===== config.mk =====
export PLATFORM = sky130hd
export DESIGN_NAME = box_sum_3x3_zero_pad
export DESIGN_NICKNAME = d
export VERILOG_FILES = /design/src/sv/bs3_pkg.sv /design/src/sv/bs3_line_buf.sv /design/src/sv/bs3_emit.sv /design/src/sv/box_sum_3x3_zero_pad.sv
export SDC_FILE = /design/constraint.sdc
export NUM_CORES = 2
export LEC_CHECK = 0
export ABC_AREA = 0
export BUFFER_PORTS_ARGS = -buffer_cell sky130_fd_sc_hd__buf_2
export CAP_MARGIN = 20
export CORE_AREA = 2 2 827 829
export CTS_BUF_LIST = sky130_fd_sc_hd__clkbuf_4
export CTS_CLUSTER_SIZE = 8
export DETAILED_ROUTE_END_ITERATION = 8
export DIE_AREA = 0 0 829 831
export SETUP_SLACK_MARGIN = 0.5
export SLEW_MARGIN = 20
export SYNTH_ARGS = -nofsm -noshare
export SYNTH_HDL_FRONTEND = slang
export SYNTH_MEMORY_MAX_BITS = 65536
export SYNTH_SLANG_ARGS = --single-unit

===== constraint.sdc =====
create_clock -name clk -period 9.8 [get_ports clk]
set_clock_uncertainty 0.15 [all_clocks]
set_input_delay 0.98 -clock clk [delete_from_list [all_inputs] [get_ports clk]]
set_output_delay 0.98 -clock clk [all_outputs]
set_load 0.02 [all_outputs]

===== src/sv/bs3_pkg.sv =====
// ----------------------------------------------------------------------------
// bs3_pkg
// Shared constants and types for the 3x3 zero-padded box sum.
// ----------------------------------------------------------------------------
package bs3_pkg;

	localparam int DEF_MAX_SIDE    = 128;
	localparam int DEF_SAMPLE_BITS = 16;
	localparam int SIDE_W          = 8;
	localparam int SIDE_RESET      = 3;
	localparam int SUM_OUT_W       = 20;
	localparam int POS_OUT_W       = 7;
	localparam int OUT_FIELDS_W    = SUM_OUT_W + 2 * POS_OUT_W;
	localparam int OUT_TDATA_W     = ((OUT_FIELDS_W + 7) / 8) * 8;

	// Position flags of one sample, handed from the input stage to the emitter.
	typedef struct packed {
		logic up;  // a row above exists, so the upper centre row is complete
		logic dn;  // bottom row: the sample's own row is complete as well
		logic lf;  // a column to the left exists
		logic rt;  // rightmost column
		logic c2;  // two columns to the left exist
	} bs3_item_t;

endpackage


===== src/sv/bs3_line_buf.sv =====
// ----------------------------------------------------------------------------
// bs3_line_buf
// Two-row line store: each word holds the previous row and the one before it
// at one column. Registered read, one write port.
// ----------------------------------------------------------------------------
module bs3_line_buf #(
	parameter int DEPTH = 128,
	parameter int AW    = 7,
	parameter int DW    = 32
) (
	input  logic          clk,
	input  logic          rd_en,
	input  logic [AW-1:0] rd_addr,
	output logic [DW-1:0] rd_data,
	input  logic          wr_en,
	input  logic [AW-1:0] wr_addr,
	input  logic [DW-1:0] wr_data
);

	logic [DW-1:0] mem [DEPTH];

	always_ff @(posedge clk) begin
		if (wr_en) begin
			mem[wr_addr] <= wr_data;
		end
		// A read of the word written in the same cycle sees the new data.
		if (rd_en) begin
			rd_data <= (wr_en && (wr_addr == rd_addr)) ? wr_data : mem[rd_addr];
		end
	end

endmodule


===== src/sv/bs3_emit.sv =====
// ----------------------------------------------------------------------------
// bs3_emit
// Holds the column sums of the current and two previous columns and sends out
// the zero to four box sums that one sample completes, one per transaction.
// ----------------------------------------------------------------------------
module bs3_emit #(
	parameter int SAMPLE_BITS = 16,
	parameter int POS_W       = 7
) (
	input  logic                                   clk,
	input  logic                                   arst_n,
	input  logic                                   load,
	output logic                                   ready,
	input  bs3_pkg::bs3_item_t                     item,
	input  logic signed [SAMPLE_BITS+1:0]          cs_up,
	input  logic signed [SAMPLE_BITS+1:0]          cs_dn,
	input  logic [POS_W-1:0]                       row,
	input  logic [POS_W-1:0]                       col,
	output logic                                   m_tvalid,
	input  logic                                   m_tready,
	output logic [bs3_pkg::OUT_TDATA_W-1:0]        m_tdata, // sum[19:0], out_row, out_col
	output logic                                   m_tlast
);
	import bs3_pkg::*;

	localparam int COL_W = SAMPLE_BITS + 2;
	localparam int SW    = SAMPLE_BITS + 4;
	localparam int XW    = (SW > SUM_OUT_W) ? SW : SUM_OUT_W;
	localparam int PX    = (POS_W > POS_OUT_W) ? POS_W : POS_OUT_W;
	localparam int PAD_W = OUT_TDATA_W - OUT_FIELDS_W;

	logic signed [COL_W-1:0] u_s2 [3];
	logic signed [COL_W-1:0] d_s2 [3];
	logic [POS_W-1:0]        row_s2;
	logic [POS_W-1:0]        col_s2;
	// Pending sums: up-left, up-right, down-left, down-right from bit 0.
	logic [3:0]              pend_s2;

	logic                    emit;
	logic                    sel_up;
	logic                    sel_left;
	logic signed [COL_W-1:0] a0, a1, a2;
	logic signed [SW-1:0]    sum;
	logic signed [XW-1:0]    sum_x;
	logic [POS_W-1:0]        row_o;
	logic [POS_W-1:0]        col_o;
	logic [PX-1:0]           row_x;
	logic [PX-1:0]           col_x;

	assign emit  = (pend_s2 != 4'd0) && (!m_tvalid || m_tready);
	assign ready = ((pend_s2 & (pend_s2 - 4'd1)) == 4'd0) && ((pend_s2 == 4'd0) || emit);

	always_comb begin
		priority if (pend_s2[0]) begin
			sel_up   = 1'b1;
			sel_left = 1'b1;
		end else if (pend_s2[1]) begin
			sel_up   = 1'b1;
			sel_left = 1'b0;
		end else if (pend_s2[2]) begin
			sel_up   = 1'b0;
			sel_left = 1'b1;
		end else begin
			sel_up   = 1'b0;
			sel_left = 1'b0;
		end
	end

	// A left-column sum is centred one column back and spans three columns;
	// a rightmost-column sum has nothing to its right.
	assign a0    = sel_up ? u_s2[0] : d_s2[0];
	assign a1    = sel_up ? u_s2[1] : d_s2[1];
	assign a2    = sel_left ? (sel_up ? u_s2[2] : d_s2[2]) : '0;
	assign sum   = SW'(a0) + SW'(a1) + SW'(a2);
	assign sum_x = XW'(sum);
	assign row_o = row_s2 - POS_W'(sel_up);
	assign col_o = col_s2 - POS_W'(sel_left);
	assign row_x = PX'(row_o);
	assign col_x = PX'(col_o);

	always_ff @(posedge clk or negedge arst_n) begin
		if (!arst_n) begin
			pend_s2 <= 4'd0;
		end else if (load) begin
			pend_s2 <= {item.dn & item.rt, item.dn & item.lf, item.up & item.rt, item.up & item.lf};
		end else if (emit) begin
			pend_s2 <= pend_s2 & (pend_s2 - 4'd1);
		end
	end

	always_ff @(posedge clk) begin
		if (load) begin
			u_s2[0] <= cs_up;
			u_s2[1] <= item.lf ? u_s2[0] : '0;
			u_s2[2] <= item.c2 ? u_s2[1] : '0;
			d_s2[0] <= cs_dn;
			d_s2[1] <= item.lf ? d_s2[0] : '0;
			d_s2[2] <= item.c2 ? d_s2[1] : '0;
			row_s2  <= row;
			col_s2  <= col;
		end
	end

	always_ff @(posedge clk or negedge arst_n) begin
		if (!arst_n) begin
			m_tvalid <= 1'b0;
		end else if (emit) begin
			m_tvalid <= 1'b1;
		end else if (m_tready) begin
			m_tvalid <= 1'b0;
		end
	end

	always_ff @(posedge clk) begin
		if (emit) begin
			m_tdata <= {{PAD_W{1'b0}}, col_x[POS_OUT_W-1:0], row_x[POS_OUT_W-1:0],
				sum_x[SUM_OUT_W-1:0]};
			m_tlast <= !sel_up && !sel_left;
		end
	end

	a_last_on_diagonal: assert property (@(posedge clk) disable iff (!arst_n)
		m_tvalid && m_tlast |->
		m_tdata[SUM_OUT_W+POS_OUT_W-1:SUM_OUT_W] == m_tdata[OUT_FIELDS_W-1:SUM_OUT_W+POS_OUT_W])
		else $error("last sum is not on the diagonal");

	a_pend_holds: assert property (@(posedge clk) disable iff (!arst_n)
		(pend_s2 != 4'd0) && m_tvalid && !m_tready |=> $stable(pend_s2))
		else $error("pending sums changed while output stalled");

endmodule


===== src/sv/box_sum_3x3_zero_pad.sv =====
// ----------------------------------------------------------------------------
// box_sum_3x3_zero_pad
// 3x3 box sum with zero padding over a square image streamed in raster order.
// ----------------------------------------------------------------------------
// The block takes one sample per clock unless the output stalls or a sample
// holds the input back. Each sample is written to a two-row line store
// (MAX_SIDE words of two samples each) and combined with the two samples
// above it into column sums; a sum is offered on the output once its
// lower-right neighbour has arrived, by way of the input stage, the emitter's
// column registers and the output register. A sample that completes more
// than one sum holds the input back, since all sums leave through one output
// register: two sums for the last column or the last row, four for the
// bottom-right corner when the side is 2 or more. Writing side restarts the
// frame; 0 is taken as 1 and values above MAX_SIDE as MAX_SIDE.
// ----------------------------------------------------------------------------
module box_sum_3x3_zero_pad #(
	parameter int MAX_SIDE    = bs3_pkg::DEF_MAX_SIDE,
	parameter int SAMPLE_BITS = bs3_pkg::DEF_SAMPLE_BITS
) (
	input  logic                                  clk,
	input  logic                                  arst_n,
	input  logic                                  cfg_wr_en,
	input  logic [bs3_pkg::SIDE_W-1:0]            cfg_wr_data, // side
	input  logic                                  s_tvalid,
	output logic                                  s_tready,
	input  logic [((SAMPLE_BITS+7)/8)*8-1:0]      s_tdata,     // pixel
	output logic                                  m_tvalid,
	input  logic                                  m_tready,
	output logic [bs3_pkg::OUT_TDATA_W-1:0]       m_tdata,     // sum, out_row, out_col
	output logic                                  m_tlast
);
	import bs3_pkg::*;

	localparam int POS_W = (MAX_SIDE > 1) ? $clog2(MAX_SIDE) : 1;
	localparam int COL_W = SAMPLE_BITS + 2;
	localparam logic [POS_W-1:0] LAST_RST =
		POS_W'(((SIDE_RESET > MAX_SIDE) ? MAX_SIDE : SIDE_RESET) - 1);

	logic [POS_W-1:0]              last_q;
	logic [POS_W-1:0]              cfg_last;
	logic [POS_W-1:0]              row_q;
	logic [POS_W-1:0]              col_q;
	logic                          accept;
	logic                          adv;
	logic                          s2_ready;

	logic                          valid_s1;
	logic signed [SAMPLE_BITS-1:0] pix_s1;
	logic [POS_W-1:0]              row_s1;
	logic [POS_W-1:0]              col_s1;
	logic                          r2_s1;
	bs3_item_t                     item_s1;
	logic [2*SAMPLE_BITS-1:0]      rd_data;

	logic signed [SAMPLE_BITS-1:0] above1;
	logic signed [SAMPLE_BITS-1:0] above2;
	logic signed [COL_W-1:0]       cs_up;
	logic signed [COL_W-1:0]       cs_dn;

	always_comb begin
		priority if (cfg_wr_data == '0) begin
			cfg_last = '0;
		end else if (int'(cfg_wr_data) > MAX_SIDE) begin
			cfg_last = POS_W'(MAX_SIDE - 1);
		end else begin
			cfg_last = POS_W'(cfg_wr_data - 1'b1);
		end
	end

	assign accept   = s_tvalid && s_tready;
	assign adv      = valid_s1 && s2_ready;
	assign s_tready = !valid_s1 || s2_ready;

	always_ff @(posedge clk or negedge arst_n) begin
		if (!arst_n) begin
			last_q <= LAST_RST;
			row_q  <= '0;
			col_q  <= '0;
		end else if (cfg_wr_en) begin
			last_q <= cfg_last;
			row_q  <= '0;
			col_q  <= '0;
		end else if (accept) begin
			if (col_q == last_q) begin
				col_q <= '0;
				row_q <= (row_q == last_q) ? '0 : row_q + 1'b1;
			end else begin
				col_q <= col_q + 1'b1;
			end
		end
	end

	always_ff @(posedge clk or negedge arst_n) begin
		if (!arst_n) begin
			valid_s1 <= 1'b0;
		end else if (accept) begin
			valid_s1 <= 1'b1;
		end else if (adv) begin
			valid_s1 <= 1'b0;
		end
	end

	always_ff @(posedge clk) begin
		if (accept) begin
			pix_s1     <= s_tdata[SAMPLE_BITS-1:0];
			row_s1     <= row_q;
			col_s1     <= col_q;
			r2_s1      <= row_q > POS_W'(1);
			item_s1.up <= row_q != '0;
			item_s1.dn <= row_q == last_q;
			item_s1.lf <= col_q != '0;
			item_s1.rt <= col_q == last_q;
			item_s1.c2 <= col_q > POS_W'(1);
		end
	end

	// Word layout: upper half is the row above, lower half two rows above.
	bs3_line_buf #(
		.DEPTH (MAX_SIDE),
		.AW    (POS_W),
		.DW    (2 * SAMPLE_BITS)
	) u_line_buf (
		.clk     (clk),
		.rd_en   (accept),
		.rd_addr (col_q),
		.rd_data (rd_data),
		.wr_en   (adv),
		.wr_addr (col_s1),
		.wr_data ({pix_s1, rd_data[2*SAMPLE_BITS-1:SAMPLE_BITS]})
	);

	// Rows above the image count as zero; this also hides line store words
	// left from before the current frame.
	assign above1 = item_s1.up ? rd_data[2*SAMPLE_BITS-1:SAMPLE_BITS] : '0;
	assign above2 = r2_s1 ? rd_data[SAMPLE_BITS-1:0] : '0;
	assign cs_up  = COL_W'(above2) + COL_W'(above1) + COL_W'(pix_s1);
	assign cs_dn  = COL_W'(above1) + COL_W'(pix_s1);

	bs3_emit #(
		.SAMPLE_BITS (SAMPLE_BITS),
		.POS_W       (POS_W)
	) u_emit (
		.clk      (clk),
		.arst_n   (arst_n),
		.load     (adv),
		.ready    (s2_ready),
		.item     (item_s1),
		.cs_up    (cs_up),
		.cs_dn    (cs_dn),
		.row      (row_s1),
		.col      (col_s1),
		.m_tvalid (m_tvalid),
		.m_tready (m_tready),
		.m_tdata  (m_tdata),
		.m_tlast  (m_tlast)
	);

	a_pos_in_range: assert property (@(posedge clk) disable iff (!arst_n)
		row_q <= last_q && col_q <= last_q)
		else $error("position counter beyond image side");

	a_stall_needs_item: assert property (@(posedge clk) disable iff (!arst_n)
		!s_tready |-> valid_s1)
		else $error("input stalled with empty input stage");

	a_frame_wrap: assert property (@(posedge clk) disable iff (!arst_n)
		accept && !cfg_wr_en && row_q == last_q && col_q == last_q |=>
		row_q == '0 && col_q == '0)
		else $error("frame did not restart after last sample");

endmodule

# After elaboration in Yosys (flattened, before gate mapping)
# Memory sizes are Yosys's and may differ from the RTL's. A register that Yosys moved wholly into a read port is not among the register bits.
# Index checks and enable logic that the tools add are counted.
# Widths: inputs -> output; s select.
# word_totals
output_inout_bits	43
ff_bits	112
mem_bits_rw	4204
n_memories	3
# op_classes
n_reduce_logical	24
n_eq_ne	2
addsub	11
muxes	32
magnitude_cmp	3
bitwise_logic	5
# mem_list
name	words	width	read_ports	rd_clocked_by_memory_dff	wr	line	rtl
u_line_buf.mem	128	32	1	1	1	bs3_line_buf.sv:20	logic [DW-1:0] mem [DEPTH];
u_emit.d_s2	3	18	3	0	3	bs3_emit.sv:33	logic signed [COL_W-1:0] d_s2 [3];
u_emit.u_s2	3	18	3	0	3	bs3_emit.sv:32	logic signed [COL_W-1:0] u_s2 [3];
# ops
operator	n
$mux 18	8
$mux 7	9
$add 16x16->17	2
$mux 16	2
$add 19x18->20	1
$add 18x18->19	1
$add 17x16->18	1
$add 7x1->7 const B	2
$eq 7x7->1	2
$gt 7x1->1 const B	2
$reduce_bool 7->1	2
$sub 7x1->7	2
$mux 1	11
$reduce_bool 2->1	5
$gt 8x8->1 const B	1
$logic_not 4->1	2
$logic_not 8->1	1
$mux 4	2
$sub 7x1->7 const B	1
$logic_and 1x1->1	5
$and 1x1->1	4
$and 4x4->4	1
$logic_not 1->1	4
$reduce_bool 4->1	1
3 further kinds	5

# Logic depth before layout (Yosys ltp)
# logic_depth
word_depth	9
mapped_depth	17

# Hierarchy
# From an unflattened synthesis, not the netlist that was laid out.
# hier_totals
cells_unflattened	8061
area_unflattened_um2	170267.0
# modules_own_cells
mod	area_each_um2	cells_per_inst	n_inst
bs3_line_buf	157862.7	7030	1
bs3_emit	7698.6	565	1
box_sum_3x3_zero_pad	4705.8	466	1

# Least setup slack after synthesis
# No wires, ideal clock.
# synth_timing
path_type	in2reg
start	input port m_tready
end	memory u_line_buf.mem[107][0], enable pin
slack_ns	1.251
path_buffers	2
cell_stages	9
arrival_time_ns	7.978
setup_ns	0.421
cell_sequence	nor2b_1 -> maj3_1 -> o21ai_0 -> a21oi_1 -> nor2_1 -> clkbuf_1 -> nand4b_1 -> clkbuf_1 -> nor2_1
# synth_between
elab_chain_len	7
# synth_lines
element	line	rtl
start: declaration	box_sum_3x3_zero_pad.sv:28	input logic m_tready,
$logic_or 1x1->1	bs3_emit.sv:50	assign emit = (pend_s2 != 4'd0) && (!m_tvalid || m_tready);
$logic_and 1x1->1	bs3_emit.sv:50	
$logic_or 1x1->1	bs3_emit.sv:51	assign ready = ((pend_s2 & (pend_s2 - 4'd1)) == 4'd0) && ((pend_s2 == 4'd0) || emit);
$logic_and 1x1->1	bs3_emit.sv:51	
$logic_and 1x1->1	box_sum_3x3_zero_pad.sv:71	assign adv = valid_s1 && s2_ready;
named net adv	box_sum_3x3_zero_pad.sv:44	logic adv;
$mux 1	bs3_line_buf.sv:23	if (wr_en) begin
$mux 1 (implied by the code)	bs3_line_buf.sv:24	mem[wr_addr] <= wr_data;
end: declaration	bs3_line_buf.sv:20	
# The timed path passes the listed nets, and every way through them passes these cells.

==> results.ini <==
[outcome]
outcome=finished clean

[pwr]
power-per-cell-area_nw_per_um2=242
p_sw_mw=13.5
pwr-share-clk_pct=32.2
switching_share_pct=28.4
peakVddDrop_mv=0.201
pwr-share-seq_pct=47.6
leakage_nw=60.3
pwr-share-comb_pct=20.2
p_int_mw=34.1

[floorplanning]
start_util_pct=25.0
core_um2=679000
die_w_um=829
core.rowCount=303
dieArea_um2=689000
io_pins=72
die_y_um=831

[detailed_routing]
viasPerCell=4.66
remaining_drc_errors=0
drt_iter0_drc=11400
wirelength_um=458000
drt_first_pass_iters=8
postRouteAntennaNets=0
wl_per_cell_um=25.0
vias=85500

[timing]
period_needed_ns=5.56
finalSetupViolCount=0
tightestPinTransition_ns=1.19
max_freq_mhz=180
setup-tns-final_ns=0
slew_violations=0
post-route-period-util_pct=56.7
rsz0062_at_grt=false
slew_headroom_pct=20.4
hold_viol_final=0

[layout]
area_delta_synth_final_pct=16.1
multi_input_area_um2=38000
nFillCells=66500
fin_nets=8738
drive_gt1_share_pct=37.7
stdcell_area_um2=197000
layout_common_cells=4318 x edfxtp_1, 1674 x clkbuf_4, 1209 x mux4_2
register_area_um2=130000
mostFrequentLayoutCell=edfxtp_1

[worst_setup_path]
r2r_end=u_line_buf.rd_data[14]$_DFFE_PP_
cp_max_fo=36
critPathKind=flip-flop to flip-flop
reg2reg_depth=8
r2r_slack_ns=4.24
crit_arrival_ns=6.76
crit_path_start_kind=flip-flop
cp-end-kind=flip-flop
reg2reg_from=col_q[0]$_DFFE_PN0P_
worstPathRequired_ns=11.01

[clock_network]
tritoncts=yes
post-cts-setup-buffers=0
cts_buffers=1198
cts.sink_count=4345
cts.clk_slew.worst_paths_ns=0.06
clk_latency_ns=1.69
cts_root_buf=clkbuf_4
htreeDepth=7
cts_resized=0
cts.path.max_buffers=5
ctsHoldBuffers=43

[synthesis]
ys_seq_elements=4345
synth_edf_count=4318
seq_area_frac_synth_pct=76.8
synth_warnings=0
syn_area_per_cell_um2=22.9
syn-cell-area_um2=170000
ys_types=68
syn-instance-count=7406
synthFlopType=edfxtp_1
async_reset_ff_share_pct=0.621

[global_routing]
grt_max_degree=132
grt_pass1_wl_um=642000
grt_use_total_pct=12.9
grt_antenna_before_repair=46
overflow=0
grt_pass1_vias=87000

[run]
cap_violations=0

[min_path]
hold_start=cfg_wr_data[4]
hp-class=primary input to flip-flop
hold_depth=5
hold_end=last_q[2]$_DFFE_PN0P_

[placed_design]
gp_congestion=0.782
io_buffers=65
post_dp_cell_area_um2=183000
place_hpwl_um=246000

## synthesized netlist by cell type (6+ instances only)
master / instances / area [um^2]
or2_2: 8 / 50.1
a21oi_1: 102 / 510
and2_1: 114 / 713
buf_2: 100 / 500
nor2b_1: 21 / 131
mux2_2: 53 / 597
or3_1: 13 / 81.3
nand2b_1: 20 / 125
a32o_1: 8 / 80.1
inv_1: 69 / 259
mux4_2: 1209 / 27200
nor2_1: 226 / 848
o21a_1: 12 / 90.1
a22oi_1: 56 / 420
nor3_1: 25 / 125
dfrtp_1: 26 / 651
xor2_1: 26 / 228
nand2_1: 127 / 477
buf_6: 42 / 473
a22o_1: 22 / 193
o22ai_1: 28 / 175
mux2i_1: 102 / 1020
o2111ai_1: 17 / 149
nand3_1: 36 / 180
ha_1: 62 / 776
clkbuf_1: 164 / 616
buf_1: 42 / 158
a31oi_1: 19 / 119
o2111a_1: 7 / 78.8
a221o_1: 7 / 70.1
a221oi_1: 6 / 52.6
buf_4: 43 / 323
o21ai_0: 73 / 365
and3_1: 10 / 62.6
nand3b_1: 6 / 45.0
xnor2_1: 46 / 403
o31ai_1: 8 / 60.1
fa_1: 37 / 741
edfxtp_1: 4318 / 130000
a21o_1: 10 / 75.1
o31a_1: 7 / 61.3
a211oi_1: 14 / 105
o211ai_1: 11 / 82.6
## how the worst max path moves through the flow
stage          cells past startpoint                                to                          start  slack, ns
4_1_cts                            8  u_line_buf.rd_data[14]$_DFFE_PP_           col_q[0]$_DFFE_PN0P_       4.11
5_1_grt                            8  u_line_buf.rd_data[14]$_DFFE_PP_           col_q[0]$_DFFE_PN0P_       3.87
3_3_place_gp                      14      u_emit.m_tdata[16]$_DFFE_PP_  u_emit.pend_s2[0]$_DFFE_PN0P_       4.00
2_1_floorplan                      9  u_line_buf.mem[107][0]$_DFFE_PP_                       m_tready       1.25
6_report                           8  u_line_buf.rd_data[14]$_DFFE_PP_           col_q[0]$_DFFE_PN0P_       4.24
3_5_place_dp                       8  u_line_buf.rd_data[14]$_DFFE_PP_           col_q[0]$_DFFE_PN0P_       4.14
## worst max-delay path, stage by stage (launching register included)
cell	delay (ns)
dfrtp_4	0.91
buf_4	0.61
buf_4	0.70
buf_4	0.60
mux4_2	0.58
mux4_2	0.61
a22oi_1	0.64
o2111a_1	0.30
a21oi_1	0.07
## power by group through the flow
stage / Clock, mW / Sequential [mW] / Combinational [mW]
after global routing: 16.7 / 22.7 / 10.4
after detailed placement: 0 / 23.1 / 9.69
after global placement: 0 / 23.1 / 9.64
final: 15.3 / 22.7 / 9.64
after CTS: 15.7 / 22.7 / 9.73
after floorplan: 0 / 23.6 / 5.87
## cells by family (layout without fill, tap and decap cells)
logic type               Yosys count  count (layout)  synth area share (%)
AO/OA/AOI/OAI                    434             434                  1.72
XOR/XNOR                          72              72                 0.372
adder cells (fa/ha/maj)          100             100                 0.900
buffers and inverters            460            2364                  1.37
flip-flops                      4345            4345                  76.8
multiplexers                    1364            1364                  17.0
other                              1              47               0.00221
AND/OR/NAND/NOR                  630             630                  1.78
## layer usage
metal / vias to the layer above / global-route usage (%) / wire, um
met3: 717 / 3.08 / 42000
met2: 4539 / 20.6 / 219000
li1: 34500 / - / -
met4: 2 / 4.74 / 11700
met1: 45700 / 17.2 / 185000
met5: - / 0 / 12
## per-stage QoR
stage                     hold slack (ns)  total power [mW]  cells  utilization, %  setup slack, ns
after floorplan                     0.250              29.4   7411               -             1.25
after global placement              0.253              32.7  16400            26.9             4.00
after detailed placement            0.262              32.8  16400            26.9             4.14
after CTS                          0.0285              48.2  18300            29.0             4.11
after global routing               0.0476              49.8  18300            29.0             3.87
final                               0.142              47.7  18400            29.0             4.24
## sequential cells by signal, summed over array words and instances, names as in the netlist, 16 cells and up
name	cells
u_emit.m_tdata	34
u_emit.d_s2	51
pix_s1	16
u_line_buf.mem	4096
u_emit.u_s2	54
u_line_buf.rd_data	32
## final cells by class
cell class | instances | area share (%)
clock buffers | 1674 | 6.38
multi-input cells | 2606 | 19.3
clock inverters | 231 | 0.659
repair buffers | 390 | 1.59
inverters | 69 | 0.131
diodes | 41 | 0.0521
flip-flops and latches | 4345 | 66.2
well taps | 8997 | 5.71
Power figures use the tool's default switching activity.
